--- src/rtl/bfm_pkg.sv ---
// Package for the battery fault monitor: payload structs, pack state and
// fault bit codes, register indexes and fixed monitor constants.
// No dependencies; used by battery_fault_monitor.
`default_nettype none

package bfm_pkg;

   // Fixed configuration of the monitor
   localparam int NUM_CELLS   = 4;
   localparam int CELL_FIELDS = 4;
   localparam int CELLS_USED  = (NUM_CELLS < CELL_FIELDS) ? NUM_CELLS : CELL_FIELDS;

   localparam logic [7:0]         DEBOUNCE_TICKS        = 8'd3;
   localparam logic [7:0]         SENSOR_DEBOUNCE_TICKS = 8'd3;
   localparam logic [15:0]        CELL_MIN_MV           = 16'd500;
   localparam logic [15:0]        CELL_MAX_MV           = 16'd5000;
   localparam logic signed [24:0] DEADBAND_MA           = 25'sd50;

   // Monitor slots and fault mask bits
   localparam int MON_N  = 5;
   localparam int MON_OV = 0;
   localparam int MON_UV = 1;
   localparam int MON_OT = 2;
   localparam int MON_OC = 3;
   localparam int MON_SN = 4;

   // Pack state codes as reported on the result channel
   localparam logic [2:0] ST_INIT  = 3'd0;
   localparam logic [2:0] ST_IDLE  = 3'd1;
   localparam logic [2:0] ST_CHG   = 3'd2;
   localparam logic [2:0] ST_DSG   = 3'd3;
   localparam logic [2:0] ST_FAULT = 3'd4;

   // Item kinds
   localparam logic KIND_TICK  = 1'b0;
   localparam logic KIND_CLEAR = 1'b1;

   // Register indexes and port widths
   localparam int CSR_IDX_W  = 3;
   localparam int CSR_DATA_W = 24;
   localparam logic [CSR_IDX_W-1:0] CSR_OV_TRIP    = 3'd0;
   localparam logic [CSR_IDX_W-1:0] CSR_OV_RELEASE = 3'd1;
   localparam logic [CSR_IDX_W-1:0] CSR_UV_TRIP    = 3'd2;
   localparam logic [CSR_IDX_W-1:0] CSR_UV_RELEASE = 3'd3;
   localparam logic [CSR_IDX_W-1:0] CSR_OT_TRIP    = 3'd4;
   localparam logic [CSR_IDX_W-1:0] CSR_OT_RELEASE = 3'd5;
   localparam logic [CSR_IDX_W-1:0] CSR_OC_DSG     = 3'd6;
   localparam logic [CSR_IDX_W-1:0] CSR_OC_CHG     = 3'd7;

   typedef struct packed {
      logic               kind;
      logic [15:0]        cell_mv_0;
      logic [15:0]        cell_mv_1;
      logic [15:0]        cell_mv_2;
      logic [15:0]        cell_mv_3;
      logic signed [15:0] temp_dc;
      logic signed [23:0] pack_cur_ma;
   } req_type;

   typedef struct packed {
      logic [2:0]  pack_state;
      logic [4:0]  fault_mask;
      logic [15:0] vmin_mv;
      logic [15:0] vmax_mv;
      logic        fets_on;
      logic        clear_ok;
   } rsp_type;

endpackage

`default_nettype wire

--- src/rtl/battery_fault_monitor.sv ---
// Battery pack fault monitor top level: input register, one pass of monitor
// logic, result register. Depends on bfm_pkg.
//
// Usage:
//   req_valid/req_stall/req_data carry one item: a measurement tick with four
//   cell voltages, temperature and current, or a request to clear latched
//   faults. Every item produces exactly one result on rsp_valid/rsp_stall/
//   rsp_data: pack state, latched fault mask, min/max valid cell voltage,
//   FET enable and the clear acknowledge.
//   An accepted item passes through the input register and then the result
//   register before rsp_valid rises. Throughput is one item per cycle while
//   rsp_stall is low: the input register and the result register are
//   separate, and the monitor state updates in the same cycle an item moves
//   from one to the other.
//   When the receiver stalls, the result register holds its beat and the
//   item behind it stays in the input register; req_stall rises only while
//   both are full and rsp_stall is high.
//   Synchronous reset loads the threshold registers with their defaults,
//   clears debounce counters, active and latched faults, and sets the state
//   to init. Thresholds are written through csr_wr_en/csr_index/csr_wdata,
//   one register per cycle; user must keep no item in flight (unenforced).
`default_nettype none

module battery_fault_monitor (
   input  wire                                 clock,
   input  wire                                 reset,
   input  wire                                 req_valid,
   output logic                                req_stall,
   input  wire  bfm_pkg::req_type              req_data,
   output logic                                rsp_valid,
   input  wire                                 rsp_stall,
   output bfm_pkg::rsp_type                    rsp_data,
   input  wire                                 csr_wr_en,
   input  wire  [bfm_pkg::CSR_IDX_W-1:0]       csr_index,
   input  wire  [bfm_pkg::CSR_DATA_W-1:0]      csr_wdata
);

   // Threshold registers
   logic [15:0]        ov_trip_ff, ov_release_ff, uv_trip_ff, uv_release_ff;
   logic signed [15:0] ot_trip_ff, ot_release_ff;
   logic signed [23:0] oc_dsg_ff, oc_chg_ff;

   // Pipeline registers
   logic             in_valid_ff, in_valid_in;
   bfm_pkg::req_type in_ff;
   logic             rsp_valid_ff, rsp_valid_in;
   bfm_pkg::rsp_type rsp_ff, rsp_in;
   logic             req_accept, advance;

   // Monitor state
   logic [7:0]               count_ff [bfm_pkg::MON_N];
   logic [7:0]               count_in [bfm_pkg::MON_N];
   logic [bfm_pkg::MON_N-1:0] active_ff, active_in;
   logic [bfm_pkg::MON_N-1:0] latched_ff, latched_in;
   logic [2:0]               mode_ff, mode_in;
   logic signed [23:0]       last_cur_ff, last_cur_in;
   logic [15:0]              vmin_ff, vmin_in, vmax_ff, vmax_in;

   // Per-tick working values
   logic [15:0]        cell_mv [bfm_pkg::CELL_FIELDS];
   logic [15:0]        vmin, vmax;
   logic               any_ok, bad;
   logic signed [15:0] temp;
   logic signed [23:0] cur;
   logic               oc_cond, clear_ok;
   logic [bfm_pkg::MON_N-1:0] trip, rel, upd;
   logic [7:0]         deb [bfm_pkg::MON_N];
   logic [7:0]         cnt_inc [bfm_pkg::MON_N];

   function automatic logic [2:0] pick_mode(input logic [bfm_pkg::MON_N-1:0] faults,
                                            input logic signed [23:0] current);
      logic signed [24:0] c;
      c = 25'(current);
      if (faults != '0)
         return bfm_pkg::ST_FAULT;
      else if (c >= bfm_pkg::DEADBAND_MA)
         return bfm_pkg::ST_CHG;
      else if (c <= -bfm_pkg::DEADBAND_MA)
         return bfm_pkg::ST_DSG;
      else
         return bfm_pkg::ST_IDLE;
   endfunction

   // Handshake: the input register advances whenever the result slot frees
   assign advance    = in_valid_ff && (!rsp_valid_ff || !rsp_stall);
   assign req_stall  = in_valid_ff && !advance;
   assign req_accept = req_valid && !req_stall;
   assign rsp_valid  = rsp_valid_ff;
   assign rsp_data   = rsp_ff;

   always_comb begin
      in_valid_in = in_valid_ff;
      if (req_accept)
         in_valid_in = 1'b1;
      else if (advance)
         in_valid_in = 1'b0;
      rsp_valid_in = advance || (rsp_valid_ff && rsp_stall);
   end

   // Min/max over valid cells
   always_comb begin
      cell_mv[0] = in_ff.cell_mv_0;
      cell_mv[1] = in_ff.cell_mv_1;
      cell_mv[2] = in_ff.cell_mv_2;
      cell_mv[3] = in_ff.cell_mv_3;
      any_ok = 1'b0;
      bad    = 1'b0;
      vmin   = 16'hFFFF;
      vmax   = 16'h0000;
      for (int i = 0; i < bfm_pkg::CELLS_USED; i++) begin
         if (cell_mv[i] < bfm_pkg::CELL_MIN_MV || cell_mv[i] > bfm_pkg::CELL_MAX_MV) begin
            bad = 1'b1;
         end else begin
            any_ok = 1'b1;
            if (cell_mv[i] < vmin) vmin = cell_mv[i];
            if (cell_mv[i] > vmax) vmax = cell_mv[i];
         end
      end
      if (!any_ok) begin
         vmin = 16'h0000;
         vmax = 16'h0000;
      end
   end

   // Trip and release conditions; OV/UV hold when no cell is valid
   always_comb begin
      temp    = in_ff.temp_dc;
      cur     = in_ff.pack_cur_ma;
      oc_cond = (cur <= oc_dsg_ff) || (cur >= oc_chg_ff);

      trip[bfm_pkg::MON_OV] = vmax >= ov_trip_ff;
      rel[bfm_pkg::MON_OV]  = vmax <= ov_release_ff;
      trip[bfm_pkg::MON_UV] = vmin <= uv_trip_ff;
      rel[bfm_pkg::MON_UV]  = vmin >= uv_release_ff;
      trip[bfm_pkg::MON_OT] = temp >= ot_trip_ff;
      rel[bfm_pkg::MON_OT]  = temp <= ot_release_ff;
      trip[bfm_pkg::MON_OC] = oc_cond;
      rel[bfm_pkg::MON_OC]  = !oc_cond;
      trip[bfm_pkg::MON_SN] = bad;
      rel[bfm_pkg::MON_SN]  = !bad;

      upd = '1;
      upd[bfm_pkg::MON_OV] = any_ok;
      upd[bfm_pkg::MON_UV] = any_ok;

      for (int m = 0; m < bfm_pkg::MON_N; m++) begin
         deb[m]     = (m == bfm_pkg::MON_SN) ? bfm_pkg::SENSOR_DEBOUNCE_TICKS
                                             : bfm_pkg::DEBOUNCE_TICKS;
         cnt_inc[m] = count_ff[m] + 8'd1;
      end
   end

   // State update for the item moving into the result register
   always_comb begin
      count_in    = count_ff;
      active_in   = active_ff;
      latched_in  = latched_ff;
      mode_in     = mode_ff;
      last_cur_in = last_cur_ff;
      vmin_in     = vmin_ff;
      vmax_in     = vmax_ff;
      clear_ok    = 1'b0;

      if (advance) begin
         if (in_ff.kind == bfm_pkg::KIND_CLEAR) begin
            if (latched_ff == '0) begin
               clear_ok = 1'b1;
            end else if (active_ff == '0) begin
               latched_in = '0;
               mode_in    = pick_mode('0, last_cur_ff);
               clear_ok   = 1'b1;
            end
         end else begin
            vmin_in     = vmin;
            vmax_in     = vmax;
            last_cur_in = cur;
            for (int m = 0; m < bfm_pkg::MON_N; m++) begin
               if (upd[m]) begin
                  if (active_ff[m]) begin
                     if (rel[m]) active_in[m] = 1'b0;
                     count_in[m] = 8'd0;
                  end else if (trip[m]) begin
                     if (cnt_inc[m] >= deb[m]) begin
                        active_in[m] = 1'b1;
                        count_in[m]  = 8'd0;
                     end else begin
                        count_in[m] = cnt_inc[m];
                     end
                  end else begin
                     count_in[m] = 8'd0;
                  end
               end
            end
            latched_in = latched_ff | active_in;
            mode_in    = pick_mode(latched_in, cur);
         end
      end

      rsp_in.pack_state = mode_in;
      rsp_in.fault_mask = latched_in;
      rsp_in.vmin_mv    = vmin_in;
      rsp_in.vmax_mv    = vmax_in;
      rsp_in.fets_on    = (mode_in == bfm_pkg::ST_IDLE) || (mode_in == bfm_pkg::ST_CHG) ||
                          (mode_in == bfm_pkg::ST_DSG);
      rsp_in.clear_ok   = clear_ok;
   end

   always_ff @(posedge clock) begin
      if (reset) begin
         in_valid_ff  <= 1'b0;
         rsp_valid_ff <= 1'b0;
         for (int m = 0; m < bfm_pkg::MON_N; m++) count_ff[m] <= 8'd0;
         active_ff    <= '0;
         latched_ff   <= '0;
         mode_ff      <= bfm_pkg::ST_INIT;
         last_cur_ff  <= '0;
         vmin_ff      <= '0;
         vmax_ff      <= '0;
      end else begin
         in_valid_ff  <= in_valid_in;
         rsp_valid_ff <= rsp_valid_in;
         count_ff     <= count_in;
         active_ff    <= active_in;
         latched_ff   <= latched_in;
         mode_ff      <= mode_in;
         last_cur_ff  <= last_cur_in;
         vmin_ff      <= vmin_in;
         vmax_ff      <= vmax_in;
      end
   end

   // Payload registers: input loads on accept, result on advance, else hold
   always_ff @(posedge clock) begin
      if (req_accept) in_ff <= req_data;
      if (advance)    rsp_ff <= rsp_in;
   end

   // Threshold registers
   always_ff @(posedge clock) begin
      if (reset) begin
         ov_trip_ff    <= 16'd4250;
         ov_release_ff <= 16'd4150;
         uv_trip_ff    <= 16'd2800;
         uv_release_ff <= 16'd3000;
         ot_trip_ff    <= 16'sd600;
         ot_release_ff <= 16'sd550;
         oc_dsg_ff     <= -24'sd50000;
         oc_chg_ff     <= 24'sd20000;
      end else if (csr_wr_en) begin
         unique case (csr_index)
            bfm_pkg::CSR_OV_TRIP:    ov_trip_ff    <= csr_wdata[15:0];
            bfm_pkg::CSR_OV_RELEASE: ov_release_ff <= csr_wdata[15:0];
            bfm_pkg::CSR_UV_TRIP:    uv_trip_ff    <= csr_wdata[15:0];
            bfm_pkg::CSR_UV_RELEASE: uv_release_ff <= csr_wdata[15:0];
            bfm_pkg::CSR_OT_TRIP:    ot_trip_ff    <= csr_wdata[15:0];
            bfm_pkg::CSR_OT_RELEASE: ot_release_ff <= csr_wdata[15:0];
            bfm_pkg::CSR_OC_DSG:     oc_dsg_ff     <= csr_wdata[23:0];
            bfm_pkg::CSR_OC_CHG:     oc_chg_ff     <= csr_wdata[23:0];
            default: ;
         endcase
      end
   end

endmodule

`default_nettype wire
--- config.mk ---
export PLATFORM = sky130hd
export DESIGN_NAME = battery_fault_monitor
export DESIGN_NICKNAME = d
export VERILOG_FILES = /design/src/rtl/bfm_pkg.sv /design/src/rtl/battery_fault_monitor.sv
export SDC_FILE = /design/constraint.sdc
export NUM_CORES = 1
export LEC_CHECK = 0
export BUFFER_PORTS_ARGS = -buffer_cell sky130_fd_sc_hd__buf_2
export CORE_MARGIN = 5
export CORE_UTILIZATION = 63
export CTS_BUF_LIST = sky130_fd_sc_hd__clkbuf_2 sky130_fd_sc_hd__clkbuf_4 sky130_fd_sc_hd__clkbuf_8
export CTS_CLUSTER_DIAMETER = 50
export DETAILED_ROUTE_END_ITERATION = 12
export GPL_TIMING_DRIVEN = 0
export HOLD_SLACK_MARGIN = 0.15
export PLACE_DENSITY = 0.9
export RECOVER_POWER = 50
export SETUP_SLACK_MARGIN = 0.2
export SLEW_MARGIN = 15
export SYNTH_ARGS = -nofsm -noshare
export SYNTH_HDL_FRONTEND = slang
export SYNTH_SLANG_ARGS = --single-unit
--- constraint.sdc ---
create_clock -name clock -period 14.47 [get_ports clock]
set_input_delay 2.894 -clock clock [delete_from_list [all_inputs] [get_ports clock]]
set_output_delay 2.894 -clock clock [all_outputs]
set_load 0.05 [all_outputs]
## Word level (Yosys, flattened, before mapping)

Index checks and enable logic that the tools add are counted.

- Register bits: 402
- Bits in latches: 0
- Bits in writable memories: 0
- Memory bits (read-only): 0
- Bits of input ports: 137
- Output and inout port bits: 44
- Word-level logic and storage cells: 210
- Memories kept: 0

- $add $sub $neg: 5
- $mul: 0
- Divide/modulo/power cells: 0
- $lt $le $gt $ge: 33
- Eq/ne operators: 10
- Shifts and indexed selects: 0
- Mux-type cells: 94
- Bitwise gates (word level): 2
- Reductions and logical operators: 32

Operators with widths:

| kind | number |
|---|---|
| two-way mux 16 bit | 22 |
| two-way mux 8 bit | 15 |
| > comparator 16 x 13 -> 1 bit, second input constant | 4 |
| less-than comparator 16 x 9 -> 1 bit, second input constant | 4 |
| greater-or-equal comparator 16 bit | 3 |
| greater-or-equal comparator 24 x 7 -> 1 bit, second input constant | 2 |
| > comparator 16 bit | 3 |
| less-or-equal comparator 16 bit | 3 |
| less-or-equal comparator 24 x 7 -> 1 bit, second input constant | 2 |
| less-than comparator 16 bit | 3 |
| two-way mux 1 bit | 44 |
| adder 8 x 1 -> 8 bit, second input constant | 5 |
| greater-or-equal comparator 8 x 2 -> 1 bit, second input constant | 5 |
| greater-or-equal comparator 24 bit | 1 |
| less-or-equal comparator 24 bit | 1 |
| two-way mux 5 bit | 4 |
| AND reduction 2 bit | 9 |
| > comparator 16 x 1 -> 1 bit, second input constant | 1 |
| less-than comparator 16 bit, second input constant | 1 |
| two-way mux 3 bit | 5 |
| == test 3 x 2 -> 1 bit, second input constant | 4 |
| == test 3 bit, second input constant | 4 |
| zero test 5 bit | 2 |
| logical OR 1 bit | 9 |
| other kinds (10) | 20 |

## Logic depth before layout (Yosys ltp)

Gate-level depths: netlist (run 1).

- Depth in word-level cells: 27
- Mapped depth: 47
- Gate-level depth less buffers: 42

## Worst setup path after synthesis (run 1)

Ideal clock, no wire load.

- Path type: register -> register
- From: register in_ff, in the netlist cell_mv[58]
- To: register rsp_ff, in the netlist rsp_data[1] (data pin)
- Library setup time: 146 ps
- Data arrival time: 10342 ps
- Required time: 14324 ps
- Setup slack: 3982 ps
- Cell stages (with the launch flop): 47
- Buffers on the path: 6
- Period minus slack after synthesis: 10488 ps
- Cells stage by stage: edfxtp_1 or4_4 o311ai_4 nand3_2 buf_6 inv_1 clkbuf_1 nand2_1 ha_1 nor2b_1 o21a_1 o21a_1 o21ai_0 a21oi_1 o21ai_1 clkbuf_1 mux2i_1 inv_1 [11 not listed] a21o_1 a21oi_1 nor2_1 o311ai_0 nand2_1 buf_2 o221ai_1 inv_1 ha_1 and3_1 nand4_1 or4_1 mux2i_1 o21ai_0 a32o_1 or3_1 o31a_1 a21boi_1

RTL lines:

| item | RTL line | source |
|---|---|---|
| start: declaration | battery_fault_monitor.sv:45 | `bfm_pkg::req_type in_ff;` |
| start signal: assignment | battery_fault_monitor.sv:234 | `if (req_accept) in_ff <= req_data;` |
| end signal: assignment | battery_fault_monitor.sv:235 | `if (advance) rsp_ff <= rsp_in;` |
| end: declaration | battery_fault_monitor.sv:47 | `bfm_pkg::rsp_type rsp_ff, rsp_in;` |

==> metrics, run 1 <==
CTS sink count=402; Top Ports=181; CP max stage delay=0.86 ns; critical path arrival=between 10 and 15 ns; GRT Residual Overflow=0; Hold Startpoint=ot_trip_ff[8]; PwrDens=between 100 and 150 nW/µm²; Hold Path End=ot_trip_ff[8]; worst min-delay path class=flip-flop to flip-flop; first-pass GRT wire length=a little under 100 mm; die area=around 39000 µm²; I/O Buffers=162; drt pass-1 iters=6; WHS Path Cells=2; EDFF count, synth=roughly 150; Async SR Flop Fraction=0%; via count of the first global-routing pass=between 15000 and 20000; dominant cell type by area after synthesis=dfxtp_1; drt initial violations=~1800; final hold vios=0; busiest grt layer=met2; Core Region=34370 µm²; CP max stage cell=o311ai_0; count of buffer and inverter cells on the critical path=9; CP Capture Type=flip-flop; Hold Slack=0.4548 ns; CP Class=flip-flop to flip-flop; VDD IR-drop max=approximately 96 µV; vias post-DR=between 15000 and 20000; die height=between 150 and 200 µm; RSZ-0062 raised after global routing=false; max_slew headroom=-19.48%; fill cell count=2472; n_diodes=0; row count=68; drt wl/cell=20.01 µm; nets=around 3000; GRT met3 Usage=under 10%; root buf cell=clkbuf_8; P&R area growth vs syn=13.08%; DR DRC count=0; worst endpoint required time=around 15 ns; GR Util All Layers=between 30% and 40%; Max-cap violations=4; CTS tree=yes; syn avg cell area=around 9.2 µm²; r2r endpoint=rsp_data[1]; Synth top area share=23.34%; top cells by area, synth=dfxtp_1 (23%), edfxtp_1 (20%), ha_1 (14%); Yosys cell types=81; final setup TNS=0 ns; cell count of the worst reg-to-reg path=between 40 and 50; sequential element share of the synthesized area=a little over two fifths; Tcrit/Tclk final=between 80 and 90%; Setup violations, final=0; post-DR vias/cell=6.208; number of CTS-inserted buffers=between 60 and 70; failing checks=max-capacitance violations, max-slew violations; final wirelength=around 63 mm; Clock Skew=0.02976 ns; Min Clock Period, post-route=around 13 ns; largest net degree at the start of global routing=35; commonest non-fill, non-tap cell in the layout=nand2_1; initial core utilization=between 60 and 70%; Final HPWL DP=approximately 47 mm; ys flop type=dfxtp_1; post-CTS setup buffer count=0; layout cell share with drive strength beyond 1=between 10% and 20%; CP Max Fanout=10; r2r setup slk=1.62 ns; post-layout power=roughly 0.0026 W; placer congestion estimate=between 0.9 and 1; GR Layer Usage met2=a little over half; Post-Syn Instances=~2400; CP Launch Type=flip-flop; clk buf depth=3; antenna violations before repair=4; max-slew violation count=125; delay-heaviest family, CP=compound AO/OA/AOI/OAI gates; status=finished, violations left; synthesized flop and latch total=between 400 and 500; cts repair resizes=0; # hold bufs at CTS=0; Mapped Area=between 20000 and 25000 µm²; CTS H-Tree Depth=3; Leakage Power=between 10 and 15 nW; Max Fclk=between 0.07 and 0.08 GHz; antenna-violating nets left=0; Critical R2R Launch=cell_mv[58]; Clk Latency, worst-skew pair=0.64 ns; yosys warns=0; most frequent cells in the layout=nand2_1 (386), dfxtp_1 (255), ha_1 (247); clock slew at reported path FFs=0.06 ns; GR Util met1=around 39%; die width=approximately 200 µm; Slew @ Worst Pin=~1.8 ns
## layer usage
| metal | up-vias | wire [µm] |
|---|---|---|
| li1 | 8981 | - |
| met1 | 9175 | 23930 |
| met2 | 1011 | 29360 |
| met3 | 270 | 5463 |
| met4 | 8 | 3865 |
| met5 | - | 60 |
## synthesized netlist by cell type, types with 23 or more instances
cell and number:
mux2_2 27, and2_1 37, mux2i_1 25, a21o_1 38
nand4_1 60, nor3_1 30, nor2b_1 26, nand2_1 386
edfxtp_1 147, a211o_1 45, a32o_1 25, inv_1 221
nor2_1 123, nand3_1 23, dfxtp_1 255, ha_1 247
o21ai_0 80, clkbuf_1 76, a21oi_1 195
## tightest hold or removal path, stage by stage (launching register included)
cell,delay (ns)
dfxtp_1,0.31
nand2_1,0.05
a21oi_1,0.05
## cell type report
type	count	area, µm²	share of cell area, %
clock buffer	99	1212	4.902
timing repair buffer	166	818.3	3.308
clock inverter	25	205.2	0.8296
sequential	402	9519	38.48
multi-input combinational	1661	11130	45.01
inverter	222	834.6	3.374
tap	455	569.3	2.302
buffer	102	442.9	1.791
## state kept, by name, summed over array words and instances (netlist names), 24 cells and up
signal / count
last_cur_ff: 24
cur: 24
cell_mv: 64
oc_chg_ff: 24
rsp_data: 42
count_ff: 40
oc_dsg_ff: 24
## how the worst max path moves through the flow
stage	from	to	slack, ns	cells after the start
5_1_grt	cell_mv[59]	rsp_data[1]	0.94	44
3_5_place_dp	cell_mv[58]	rsp_data[1]	1.83	43
2_1_floorplan	cell_mv[58]	rsp_data[1]	3.98	46
4_1_cts	cell_mv[58]	rsp_data[1]	1.77	43
6_report	cell_mv[58]	rsp_data[1]	1.62	43
3_3_place_gp	cell_mv[58]	rsp_data[1]	2.07	44
## per-stage QoR
step	setup slack (ns)	cell area, µm²	utilization [%]	cells
after detailed placement	1.830	23390	68.05	3008
after CTS	1.765	24810	72.18	3132
after floorplan	3.982	21920	-	2387
final	1.616	24740	71.96	3132
after global placement	2.068	23300	67.80	3004
after global routing	0.9359	24740	71.96	3132
## where the power goes
part           total, W  switching (W)  internal, W
clock           0.00106       0.000477     0.000582
combinational  0.000334       0.000212     0.000123
sequential      0.00126      0.0000397      0.00122
## cells by family after synthesis
kind of cell    count (synthesis)  share of synthesized area (%)
compound gates                527                          16.17
mux                            52                          2.534
xor+xnor                        3                         0.1201
simple gates                  817                          17.66
buf+inv                       324                          5.834
flops                         402                          43.52
other cells                     2                        0.03433
fa+ha+maj                     247                          14.13
No activity file was read; power rests on OpenSTA's default activity.
==> inputs of run 2 (changes only) <==
BUFFER_PORTS_ARGS = -buffer_cell sky130_fd_sc_hd__clkbuf_2   (was -buffer_cell sky130_fd_sc_hd__buf_2)
==> metrics, run 2 (synthesis gave the netlist of run 1 again) <==
Setup violations, final=0; Core Region=about 34000 µm²; drt wl/cell=approximately 20 µm; placed cell area=about 23000 µm²; Clock Skew=approximately 0.034 ns; CP Max Fanout=10; Clk Latency, worst-skew pair=approximately 0.63 ns; die area=between 30000 and 40000 µm²; via count of the first global-routing pass=19205; max-slew violation count=124; Max-cap violations=4; first-pass GRT wire length=between 90 and 100 mm; drt pass-1 iters=5; post-layout power=approximately 0.0026 W; largest net degree at the start of global routing=35; CP Capture Type=flip-flop; CTS H-Tree Depth=3; post-CTS setup buffer count=0; GRT met3 Usage=6.530%; drt initial violations=between 1500 and 2000; final setup TNS=0 ns; max FFs per register=between 60 and 70; P&R area growth vs syn=12.89%; GRT Residual Overflow=0; root buf cell=clkbuf_8; nets=approximately 3000; most frequent cells in the layout=nand2_1 (386), dfxtp_1 (255), ha_1 (247); CTS tree=yes; cts repair resizes=0; die height=196.3 µm; vias post-DR=roughly 19000; clk buf depth=3; critical path arrival=between 10 and 15 ns; CTS sink count=between 400 and 500; Non-Filler Instances=about 3100; GR Layer Usage met2=a little over half; Min Clock Period, post-route=13.08 ns; Hold Slack=about 0.45 ns; GR Util All Layers=31.87%; max_slew headroom=-20.46%; post-DR vias/cell=a little over 6; worst endpoint required time=14.93 ns; initial core utilization=63.64%; failing checks=max-capacitance violations, max-slew violations; VDD IR-drop max=approximately 93 µV; CP Class=flip-flop to flip-flop; Max Fclk=between 0.07 and 0.08 GHz; Tcrit/Tclk final=approximately nine tenths; clock slew at reported path FFs=approximately 0.060 ns; number of CTS-inserted buffers=68; DR DRC count=0; I/O Buffers=162; Slew @ Worst Pin=1.807 ns; commonest non-fill, non-tap cell in the layout=nand2_1; PwrDens=approximately 110 nW/µm²; CP Launch Type=flip-flop; fill cell count=2503; CP max stage delay=about 0.85 ns; post-route cell area=24690 µm²; placer congestion estimate=roughly 1; die width=196.3 µm; final wirelength=62.66 mm; busiest grt layer=met2; Top Ports=approximately 180; Final HPWL DP=around 48 mm; # hold bufs at CTS=0; status=finished, violations left; RSZ-0062 raised after global routing=false; antenna violations before repair=4; row count=68; layout cell share with drive strength beyond 1=around 13%; final hold vios=0; worst min-delay path class=flip-flop to flip-flop; GR Util met1=between 30% and 40%; Leakage Power=between 10 and 15 nW; cell count of the worst reg-to-reg path=44; WHS Path Cells=2; CP max stage cell=o311ai_0; antenna-violating nets left=0; placed insts=roughly 3000
run 2: cell types whose count changed in the layout (fill, tap and decap cells not counted), sizes merged:
| cell | delta |
|---|---|
| clkinv | -3 |
| clkinvlp | -1 |
| diode | +1 |
| buf | -155 |
| clkbuf | +159 |
| bufinv | -1 |
| inv | -2 |
run 2: path summary, 6_finish.rpt:
path / endpoint / slack [ns] / start
worst min register to register: vmax_ff[1] / 0.45 / vmax_ff[1]
worst min-delay path: vmax_ff[1] / 0.45 / vmax_ff[1]
worst max register to register: rsp_data[1] / 1.39 / cell_mv[58]
worst max-delay path: rsp_data[1] / 1.39 / cell_mv[58]
run 2: per-layer routing:
| metal | vias to the layer above | routed length (µm) |
|---|---|---|
| met2 | 917 | 29450 |
| met3 | 240 | 5200 |
| met4 | 6 | 3677 |
| li1 | 8976 | - |
| met1 | 9073 | 24280 |
| met5 | - | 45 |
run 2: power by group:
part	switching [W]	total, W	internal, W
clock network	0.000462	0.00104	0.000574
logic	0.000211	0.000333	0.000122
registers	0.0000404	0.00126	0.00122
run 2: final cells by class:
cell class,instances,area [µm²],share of cell area [%]
multi-input combinational,1661,11130,45.08
sequential,402,9519,38.55
tap,455,569.3,2.305
clock buffer,103,1255,5.082
antenna,1,2.502,0.01013
timing repair buffer,166,809.5,3.278
buffer,102,442.9,1.794
clock inverter,18,128.9,0.5219
inverter,222,834.6,3.379
run 2: stage by stage:
| stage | utilization [%] | setup slack, ns |
|---|---|---|
| detailed placement | 68.07 | 1.566 |
| floorplan | - | 3.982 |
| global route | 71.84 | 0.5682 |
| finish | 71.84 | 1.392 |
| CTS | 72.10 | 1.473 |
| global placement | 67.80 | 1.855 |
run 2: critical path: cells and delay by family, from the launching register on:
kind	cells	cell delay [ns]
AO/OA/AOI/OAI	17	5.10
adder cells (fa/ha/maj)	4	1.12
buffers and inverters	9	2.69
flip-flops	1	0.48
multiplexers	3	0.87
AND/OR/NAND/NOR	11	2.62
